--- src/rtl/core/ilir_pkg.sv ---
`default_nettype none

package ilir_pkg;

    localparam int ILIR_CAPACITY = 32;

    typedef enum logic [2:0] {
        ACT_APPEND = 3'd0,
        ACT_INSERT = 3'd1,
        ACT_REMOVE = 3'd2,
        ACT_READ   = 3'd3,
        ACT_POP    = 3'd4
    } action_t;

    typedef enum logic [1:0] {
        ST_OK   = 2'd0,
        ST_FULL = 2'd1,
        ST_BAD  = 2'd2
    } status_t;

    typedef enum logic [3:0] {
        S_IDLE,
        S_EXEC,
        S_INS_RD,
        S_INS_WR,
        S_CAP,
        S_REM_RD,
        S_REM_WR,
        S_DONE
    } state_t;

    typedef enum logic [2:0] {
        RD_NONE,
        RD_IDX,
        RD_PTR_M1,
        RD_PTR_P1,
        RD_LAST
    } rd_sel_t;

    typedef enum logic [1:0] {
        WR_NONE,
        WR_CNT_VAL,
        WR_PTR_RDATA,
        WR_IDX_VAL
    } wr_sel_t;

    typedef struct packed {
        logic    idle;
        logic    load;
        logic    exec;
        logic    ptr_ins;
        logic    ptr_rem;
        logic    ptr_dec;
        logic    ptr_inc;
        rd_sel_t rd_sel;
        wr_sel_t wr_sel;
        logic    cap;
        logic    cnt_inc;
        logic    cnt_dec;
        logic    out_load;
    } cmd_t;

    typedef struct packed {
        action_t act;
        status_t chk;
        logic    ins_more;
        logic    rem_more;
        logic    out_free;
    } stat_t;

endpackage

`default_nettype wire

--- src/rtl/core/ilir_ctrl.sv ---
`default_nettype none

module ilir_ctrl
    import ilir_pkg::*;
(
    input  wire logic  clk,
    input  wire logic  rst_n,
    input  wire logic  in_valid,
    input  wire stat_t stat,
    output cmd_t       cmd
);

    state_t state_reg;
    state_t state_next;

    always_ff @(posedge clk or negedge rst_n)
    begin
        if (!rst_n)
        begin
            state_reg <= S_IDLE;
        end
        else
        begin
            state_reg <= state_next;
        end
    end

    always_comb
    begin
        state_next = state_reg;
        case (state_reg)
            S_IDLE:
            begin
                if (in_valid)
                begin
                    state_next = S_EXEC;
                end
            end
            S_EXEC:
            begin
                if (stat.chk != ST_OK)
                begin
                    state_next = S_DONE;
                end
                else
                begin
                    case (stat.act)
                        ACT_INSERT: state_next = S_INS_RD;
                        ACT_REMOVE: state_next = S_CAP;
                        ACT_READ:   state_next = S_CAP;
                        ACT_POP:    state_next = S_CAP;
                        default:    state_next = S_DONE;
                    endcase
                end
            end
            S_INS_RD:
            begin
                state_next = stat.ins_more ? S_INS_WR : S_DONE;
            end
            S_INS_WR:
            begin
                state_next = S_INS_RD;
            end
            S_CAP:
            begin
                state_next = (stat.act == ACT_REMOVE) ? S_REM_RD : S_DONE;
            end
            S_REM_RD:
            begin
                state_next = stat.rem_more ? S_REM_WR : S_DONE;
            end
            S_REM_WR:
            begin
                state_next = S_REM_RD;
            end
            S_DONE:
            begin
                if (stat.out_free)
                begin
                    state_next = S_IDLE;
                end
            end
            default:
            begin
                state_next = S_IDLE;
            end
        endcase
    end

    always_comb
    begin
        cmd = '0;
        cmd.rd_sel = RD_NONE;
        cmd.wr_sel = WR_NONE;
        case (state_reg)
            S_IDLE:
            begin
                cmd.idle = 1'b1;
                cmd.load = in_valid;
            end
            S_EXEC:
            begin
                cmd.exec = 1'b1;
                if (stat.chk == ST_OK)
                begin
                    case (stat.act)
                        ACT_APPEND:
                        begin
                            cmd.wr_sel  = WR_CNT_VAL;
                            cmd.cnt_inc = 1'b1;
                        end
                        ACT_INSERT:
                        begin
                            cmd.ptr_ins = 1'b1;
                        end
                        ACT_REMOVE:
                        begin
                            cmd.rd_sel  = RD_IDX;
                            cmd.ptr_rem = 1'b1;
                        end
                        ACT_READ:
                        begin
                            cmd.rd_sel = RD_IDX;
                        end
                        ACT_POP:
                        begin
                            cmd.rd_sel = RD_LAST;
                        end
                        default:
                        begin
                            cmd.rd_sel = RD_NONE;
                        end
                    endcase
                end
            end
            S_INS_RD:
            begin
                if (stat.ins_more)
                begin
                    cmd.rd_sel = RD_PTR_M1;
                end
                else
                begin
                    cmd.wr_sel  = WR_IDX_VAL;
                    cmd.cnt_inc = 1'b1;
                end
            end
            S_INS_WR:
            begin
                cmd.wr_sel  = WR_PTR_RDATA;
                cmd.ptr_dec = 1'b1;
            end
            S_CAP:
            begin
                cmd.cap     = 1'b1;
                cmd.cnt_dec = (stat.act == ACT_POP);
            end
            S_REM_RD:
            begin
                if (stat.rem_more)
                begin
                    cmd.rd_sel = RD_PTR_P1;
                end
                else
                begin
                    cmd.cnt_dec = 1'b1;
                end
            end
            S_REM_WR:
            begin
                cmd.wr_sel  = WR_PTR_RDATA;
                cmd.ptr_inc = 1'b1;
            end
            S_DONE:
            begin
                cmd.out_load = stat.out_free;
            end
            default:
            begin
                cmd.idle = 1'b0;
            end
        endcase
    end

endmodule

`default_nettype wire

--- src/rtl/core/ilir_dp.sv ---
`default_nettype none

module ilir_dp
    import ilir_pkg::*;
#(
    parameter int CAPACITY = ILIR_CAPACITY
)
(
    input  wire logic               clk,
    input  wire logic               rst_n,
    input  wire cmd_t               cmd,
    output stat_t                   stat,
    input  wire logic [2:0]         action,
    input  wire logic signed [31:0] value,
    input  wire logic [5:0]         index,
    output logic                    out_valid,
    input  wire logic               out_stall,
    output logic signed [31:0]      data_out,
    output logic [5:0]              count,
    output logic [1:0]              status
);

    localparam int AW   = $clog2(CAPACITY);
    localparam int CW   = $clog2(CAPACITY + 1);
    localparam int CMPW = (CW > 6) ? CW : 6;

    logic signed [31:0] mem [CAPACITY];

    action_t            act_reg;
    logic signed [31:0] val_reg;
    logic [5:0]         idx_reg;
    logic [CW-1:0]      cnt_reg;
    logic [CW-1:0]      cnt_next;
    logic [CW-1:0]      ptr_reg;
    logic [CW-1:0]      ptr_next;
    logic signed [31:0] rdata_reg;
    logic signed [31:0] data_reg;
    status_t            status_reg;
    logic               out_valid_reg;
    logic signed [31:0] data_out_reg;
    logic [5:0]         count_reg;
    logic [1:0]         status_out_reg;

    logic [CMPW-1:0]    idx_ext;
    logic [CMPW-1:0]    cnt_ext;
    logic [CMPW-1:0]    ptr_ext;
    logic               is_full;
    status_t            chk;
    logic               rd_en;
    logic [AW-1:0]      rd_addr;
    logic               wr_en;
    logic [AW-1:0]      wr_addr;
    logic signed [31:0] wr_data;

    assign idx_ext = CMPW'(idx_reg);
    assign cnt_ext = CMPW'(cnt_reg);
    assign ptr_ext = CMPW'(ptr_reg);
    assign is_full = (cnt_reg == CW'(CAPACITY));

    always_comb
    begin
        chk = ST_OK;
        case (act_reg)
            ACT_APPEND:
            begin
                if (is_full)
                begin
                    chk = ST_FULL;
                end
            end
            ACT_INSERT:
            begin
                if (idx_ext > cnt_ext)
                begin
                    chk = ST_BAD;
                end
                else if (is_full)
                begin
                    chk = ST_FULL;
                end
            end
            ACT_REMOVE, ACT_READ:
            begin
                if (idx_ext >= cnt_ext)
                begin
                    chk = ST_BAD;
                end
            end
            ACT_POP:
            begin
                if (cnt_reg == '0)
                begin
                    chk = ST_BAD;
                end
            end
            default:
            begin
                chk = ST_BAD;
            end
        endcase
    end

    assign stat.act      = act_reg;
    assign stat.chk      = chk;
    assign stat.ins_more = (ptr_ext > idx_ext);
    assign stat.rem_more = ((ptr_reg + CW'(1)) < cnt_reg);
    assign stat.out_free = !out_valid_reg || !out_stall;

    always_comb
    begin
        rd_en   = 1'b1;
        rd_addr = '0;
        case (cmd.rd_sel)
            RD_IDX:    rd_addr = AW'(idx_reg);
            RD_PTR_M1: rd_addr = AW'(ptr_reg - CW'(1));
            RD_PTR_P1: rd_addr = AW'(ptr_reg + CW'(1));
            RD_LAST:   rd_addr = AW'(cnt_reg - CW'(1));
            default:   rd_en   = 1'b0;
        endcase
    end

    always_comb
    begin
        wr_en   = 1'b1;
        wr_addr = '0;
        wr_data = val_reg;
        case (cmd.wr_sel)
            WR_CNT_VAL:
            begin
                wr_addr = AW'(cnt_reg);
            end
            WR_PTR_RDATA:
            begin
                wr_addr = AW'(ptr_reg);
                wr_data = rdata_reg;
            end
            WR_IDX_VAL:
            begin
                wr_addr = AW'(idx_reg);
            end
            default:
            begin
                wr_en = 1'b0;
            end
        endcase
    end

    always_ff @(posedge clk)
    begin
        if (wr_en)
        begin
            mem[wr_addr] <= wr_data;
        end
        if (rd_en)
        begin
            rdata_reg <= mem[rd_addr];
        end
    end

    always_comb
    begin
        cnt_next = cnt_reg;
        if (cmd.cnt_inc)
        begin
            cnt_next = cnt_reg + CW'(1);
        end
        else if (cmd.cnt_dec)
        begin
            cnt_next = cnt_reg - CW'(1);
        end
    end

    always_comb
    begin
        ptr_next = ptr_reg;
        if (cmd.ptr_ins)
        begin
            ptr_next = cnt_reg;
        end
        else if (cmd.ptr_rem)
        begin
            ptr_next = CW'(idx_reg);
        end
        else if (cmd.ptr_dec)
        begin
            ptr_next = ptr_reg - CW'(1);
        end
        else if (cmd.ptr_inc)
        begin
            ptr_next = ptr_reg + CW'(1);
        end
    end

    always_ff @(posedge clk or negedge rst_n)
    begin
        if (!rst_n)
        begin
            cnt_reg       <= '0;
            out_valid_reg <= 1'b0;
        end
        else
        begin
            cnt_reg <= cnt_next;
            if (cmd.out_load)
            begin
                out_valid_reg <= 1'b1;
            end
            else if (!out_stall)
            begin
                out_valid_reg <= 1'b0;
            end
        end
    end

    always_ff @(posedge clk)
    begin
        ptr_reg <= ptr_next;
        if (cmd.load)
        begin
            act_reg <= action_t'(action);
            val_reg <= value;
            idx_reg <= index;
        end
        if (cmd.exec)
        begin
            status_reg <= chk;
            data_reg   <= '0;
        end
        else if (cmd.cap)
        begin
            data_reg <= rdata_reg;
        end
        if (cmd.out_load)
        begin
            data_out_reg   <= data_reg;
            count_reg      <= 6'(cnt_reg);
            status_out_reg <= status_reg;
        end
    end

    assign out_valid = out_valid_reg;
    assign data_out  = data_out_reg;
    assign count     = count_reg;
    assign status    = status_out_reg;

endmodule

`default_nettype wire

--- src/rtl/core/indexed_list_insert_remove_unit.sv ---
// Indexed list engine: an ordered list of signed words in a store with one
// read port and one write port.
// Input channel (in_valid/in_stall) carries action, value and index; output
// channel (out_valid/out_stall) returns data_out, count and status, one result
// per accepted item, in order. in_stall is low only while the engine is idle.
// Append, and any rejected action, go straight to the result; read, pop and
// remove first capture a stored word. Insert shifts the count - index entries
// at and above index up by one, remove the count - index - 1 entries above
// index down by one, with count taken before the action. The next item is
// taken in the cycle after the result is registered. Insert and remove move
// one entry at a time, a read state then a write state, through the store's
// one read and one write port.
// A result waits in the output register while out_stall is high; the engine
// holds its finished item until that register can take it.
// Reset empties the list (count 0) and clears out_valid; stored words need
// no clearing since only words below the count are ever read.
`default_nettype none

module indexed_list_insert_remove_unit
    import ilir_pkg::*;
#(
    parameter int CAPACITY = ILIR_CAPACITY
)
(
    input  wire logic               clk,
    input  wire logic               rst_n,
    input  wire logic               in_valid,
    output logic                    in_stall,
    input  wire logic [2:0]         action,
    input  wire logic signed [31:0] value,
    input  wire logic [5:0]         index,
    output logic                    out_valid,
    input  wire logic               out_stall,
    output logic signed [31:0]      data_out,
    output logic [5:0]              count,
    output logic [1:0]              status
);

    cmd_t  cmd;
    stat_t stat;

    ilir_ctrl u_ctrl (
        .clk      (clk),
        .rst_n    (rst_n),
        .in_valid (in_valid),
        .stat     (stat),
        .cmd      (cmd)
    );

    ilir_dp #(
        .CAPACITY (CAPACITY)
    ) u_dp (
        .clk       (clk),
        .rst_n     (rst_n),
        .cmd       (cmd),
        .stat      (stat),
        .action    (action),
        .value     (value),
        .index     (index),
        .out_valid (out_valid),
        .out_stall (out_stall),
        .data_out  (data_out),
        .count     (count),
        .status    (status)
    );

    assign in_stall = !cmd.idle;

endmodule

`default_nettype wire
--- config.mk ---
export PLATFORM = sky130hd
export DESIGN_NAME = indexed_list_insert_remove_unit
export DESIGN_NICKNAME = d
export VERILOG_FILES = /design/src/rtl/core/ilir_pkg.sv /design/src/rtl/core/ilir_ctrl.sv /design/src/rtl/core/ilir_dp.sv /design/src/rtl/core/indexed_list_insert_remove_unit.sv
export SDC_FILE = /design/constraint.sdc
export NUM_CORES = 2
export LEC_CHECK = 0
export ABC_AREA = 1
export ABC_CLOCK_PERIOD_IN_PS = 7900
export BUFFER_PORTS_ARGS = -buffer_cell sky130_fd_sc_hd__buf_2
export CAP_MARGIN = 20
export CORE_MARGIN = 5
export CORE_UTILIZATION = 47
export DETAILED_ROUTE_END_ITERATION = 12
export GPL_TIMING_DRIVEN = 0
export PLACE_DENSITY = 0.61
export RECOVER_POWER = 50
export SETUP_SLACK_MARGIN = 0.05
export SYNTH_ARGS = -nofsm -noshare
export SYNTH_HDL_FRONTEND = slang
export SYNTH_SLANG_ARGS = --single-unit
--- constraint.sdc ---
create_clock -name clk -period 7.9 [get_ports clk]
set_input_delay 0.79 -clock clk [delete_from_list [all_inputs] [get_ports clk]]
set_output_delay 0.79 -clock clk [all_outputs]
set_load 0.005 [all_outputs]
==> impl_metrics.csv <==
group,metric,value,unit
pwr,pwr-share-clk,22.7,%
die,die_width,343.6,µm
pwr,power.total,25.94,mW
clock_network,postCtsSetupRepairBufs,0,
critical_path,setup.reg_to_reg.worst_slack,1.89,ns
logic_synthesis,synth-main-ff-cell,"sky130_fd_sc_hd__edfxtp_1",
place,pre_cts_slack,2.351,ns
sta,fin_ws,1.891,ns
clock_network,clockBufferDepth,3,
critical_path,worst_setup_path_end_kind,"flip-flop",
logic_synthesis,synth_top_cells_by_count,"sky130_fd_sc_hd__edfxtp_1 (1145), sky130_fd_sc_hd__nand3_1 (1046), sky130_fd_sc_hd__nand2_1 (913), sky130_fd_sc_hd__inv_1 (699), sky130_fd_sc_hd__nand3b_1 (384)",
critical_path,cp_data_required_time,8.34,ns
route,vias,37020,
global_route,global_route.usage.total,27.65,%
die,fp.coreArea,110700,µm²
sta,finalCriticalPeriod,6.009,ns
critical_path,path_common_cell,"sky130_fd_sc_hd__nand2_1",
logic_synthesis,synthesis.yosys.warnings,0,
sta,fin_setup_tns,0,ns
sta,setup_viol_count_final,0,
run_status,outcome,"finished with violations",
layout,max_reg_flops,1024,
clock_network,clk-insertion-delay-late,0.76,ns
logic_synthesis,synth_sequential_area_ratio,67.42,%
die,floorplan.die.height,343.6,µm
logic_synthesis,yosys-top-cells-area,"sky130_fd_sc_hd__edfxtp_1 (66%), sky130_fd_sc_hd__nand3_1 (10%), sky130_fd_sc_hd__nand2_1 (6.6%), sky130_fd_sc_hd__nand3b_1 (5.5%), sky130_fd_sc_hd__inv_1 (5.0%)",
route,drc_errors,0,
critical_path,cpPeakStageDelay,0.88,ns
critical_path,worstSetupPathType,"reg2reg",
critical_path,worst_path_max_delay_cell,"sky130_fd_sc_hd__o21ai_0",
pwr,powerDensity,434.3,nW/µm²
run_status,violations,"capacitance limit, slew limit",
sta,min_period_over_period,76.06,%
worst_hold_path,hold_path_class,"in2reg",
layout,fin_util,53.97,%
layout,final-seq-area,35270,µm²
route,drt_iter0_drc,4594,
logic_synthesis,synth-edff-count,1145,
flow_run,drv.max_cap_violation_count,18,
pwr,comb_power_share,40.7,%
pwr,power.leakage,23.27,nW
die,placementRows,122,
sta,timing.max_slew.rel_slack,-65.77,%
global_route,global_route_wire_length_before_repair,236200,µm
sta,skew,0.03353,ns
clock_network,cts_sinks,1187,
layout,areaGrowthSynthToFinish,14.17,%
clock_network,clkTransAtPathRegs,0.06,ns
critical_path,worst-path-max-fanout,17,
place,detailed_place_hpwl,114400,µm
sta,number_of_slew_limit_violations_in_the_final_report,475,
critical_path,worstPathCellList,"inv_1, ha_1, nand2_1, nor2_1, nand3_1, nand3_1, nand2_1, nand3_1, nor2_1, nand2_1, or3_1, o21ai_0, nand2_1, nor2_4, buf_16",
route,drt-vias-per-instance,5.596,
place,buffer_ports.inserted,86,
logic_synthesis,synthDominantAreaCellType,"sky130_fd_sc_hd__edfxtp_1",
pwr,pwr-share-seq,36.6,%
pwr,netSwitchingPower,10.95,mW
logic_synthesis,synth_cell_type_count,42,
global_route,first_global_vias,35260,
route,drt_pass1_iterations,8,
layout,drive_gt1_share,10.44,%
critical_path,worstPathArrival,6.45,ns
logic_synthesis,post-synth-top-area-fraction,65.72,%
global_route,globalRoute.totalOverflow,0,
die,initial_cell_density_of_the_core,47.27,%
sta,timing_hold_violations_final,0,
sta,max_freq,166.4,MHz
critical_path,critical_path.startpoint_type,"flip-flop",
logic_synthesis,synth.cell_area,52320,µm²
die,io_pins,87,
place,placer_congestion_estimate,0.9296,
clock_network,holdBufCountCts,1,
logic_synthesis,netlist_instances,4741,
clock_network,tritoncts.num_buffers,132,
sta,grt_setup_unrepaired,"false",
global_route,antenna_found_initial,4,
clock_network,clockRootBuffer,"sky130_fd_sc_hd__clkbuf_16",
sta,worst_margin_slew,2.487,ns
layout,multi_input_area,13120,µm²
clock_network,postCtsResizedCells,0,
sta,timing.hold.ws,0.2186,ns
logic_synthesis,ys_seq_elements,1187,
logic_synthesis,synthArstFlopShare,0.8425,%
logic_synthesis,synth.most_common_cell,"sky130_fd_sc_hd__edfxtp_1",
die,design.die.area,118100,µm²
layout,largest_register,"u_dp.mem",
route,drt-wirelength-per-cell,24.94,µm
clock_network,tritoncts,"built",
global_route,largest_net_degree_at_the_start_of_global_routing,35,
pwr,max-vdd-ir-drop,0.0002431,V
pwr,power.share.switching,42.20,%
layout,fillers,9539,
logic_synthesis,syn-num-nets,4808,
route,wirelength,165000,µm
logic_synthesis,syn-mean-instance-area,11.04,µm²
route,route.antenna.remaining_nets,0,
layout,post_layout_net_count,5090,
pwr,internal-power,14.99,mW
clock_network,cts_max_level,4,
==> power groups by stage <==
| stage | sequential [mW] | combinational [mW] | clock (mW) |
|---|---|---|---|
| finish | 9.49 | 10.6 | 5.89 |
| global route | 9.55 | 11.1 | 6.21 |
| CTS | 9.41 | 10.7 | 5.95 |
| detailed placement | 9.54 | 10.7 | 0 |
| global placement | 9.72 | 9.80 | 0 |
| floorplan | 9.47 | 5.41 | 0 |
==> per-stage QoR <==
| step | instances | area (µm²) |
|---|---|---|
| 2_1_floorplan | 4741 | 52320 |
| 3_3_place_gp | 6315 | 54610 |
| 3_5_place_dp | 6376 | 56290 |
| 4_1_cts | 6613 | 60420 |
| 5_1_grt | 6613 | 59720 |
| 6_report | 6616 | 59730 |
==> worst max-delay path, delay by kind of cell, from the launching register on <==
family / cells / cell delay [ns]
flip-flops: 1 / 0.43
AND/OR/NAND/NOR: 11 / 3.44
adder cells (fa/ha/maj): 1 / 0.32
buffers and inverters: 2 / 0.59
AO/OA/AOI/OAI: 1 / 0.88
==> routing by layer <==
metal | vias up | share of wire (%) | track usage [%]
li1 | 16750 | - | -
met1 | 18060 | 40 | 37.92
met2 | 1821 | 44 | 42.08
met3 | 395 | 10 | 6.135
met4 | 0 | 5.7 | 13.49
met5 | - | 0 | 0
==> layout make-up <==
class	count	share of cell area, %
Sequential cell	1187	59.06
Multi-Input combinational cell	2556	21.96
Clock buffer	168	5.987
Inverter	705	4.430
Tap cell	1488	3.117
Buffer	293	2.541
Timing Repair Buffer	148	1.986
Clock inverter	68	0.9112
Antenna cell	3	0.01257
==> placed cells by master (no fill, tap or decap), types with 8 or more instances in the layout <==
cell	instances
sky130_fd_sc_hd__buf_2	225
sky130_fd_sc_hd__dfrtp_1	10
sky130_fd_sc_hd__buf_12	24
sky130_fd_sc_hd__clkbuf_1	154
sky130_fd_sc_hd__inv_1	700
sky130_fd_sc_hd__clkbuf_16	138
sky130_fd_sc_hd__nand2_1	906
sky130_fd_sc_hd__nor2_1	31
sky130_fd_sc_hd__ha_1	22
sky130_fd_sc_hd__clkinv_1	29
sky130_fd_sc_hd__edfxtp_1	1145
sky130_fd_sc_hd__o211ai_1	8
sky130_fd_sc_hd__nor2_4	32
sky130_fd_sc_hd__nand3_1	1047
sky130_fd_sc_hd__dfxtp_1	32
sky130_fd_sc_hd__buf_16	8
sky130_fd_sc_hd__xor2_1	12
sky130_fd_sc_hd__a21oi_1	39
sky130_fd_sc_hd__buf_4	44
sky130_fd_sc_hd__buf_1	12
sky130_fd_sc_hd__o21ai_0	23
sky130_fd_sc_hd__nand4_1	10
sky130_fd_sc_hd__clkinv_2	19
sky130_fd_sc_hd__nand3b_1	384
==> worst paths after layout <==
kind                                    startpoint             endpoint  depth (start not counted)
max in group asynchronous                    rst_n  u_ctrl.state_reg[2]                          2
worst min register to register  u_dp.status_reg[0]       u_dp.status[0]                          0
worst max-delay path               u_dp.cnt_ext[3]      u_dp.mem[27][0]                         15
worst max register to register     u_dp.cnt_ext[3]      u_dp.mem[27][0]                         15
worst min-delay path                     value[21]     u_dp.val_reg[21]                          1
min in group asynchronous                    rst_n      u_dp.cnt_ext[0]                          2
==> logic make-up (layout without fill, tap and decap cells) <==
logic type               count (synthesis)  in the layout  synth area share [%]
AO/OA/AOI/OAI                           87             87                0.9423
XOR/XNOR                                14             14                0.2344
adder cells (fa/ha/maj)                 22             22                0.5261
buffers and inverters                  998           1382                 7.961
flip-flops                            1187           1187                 67.42
other                                    0              3                     0
AND/OR/NAND/NOR                       2433           2433                 22.91
Power figures use the tool's default switching activity.
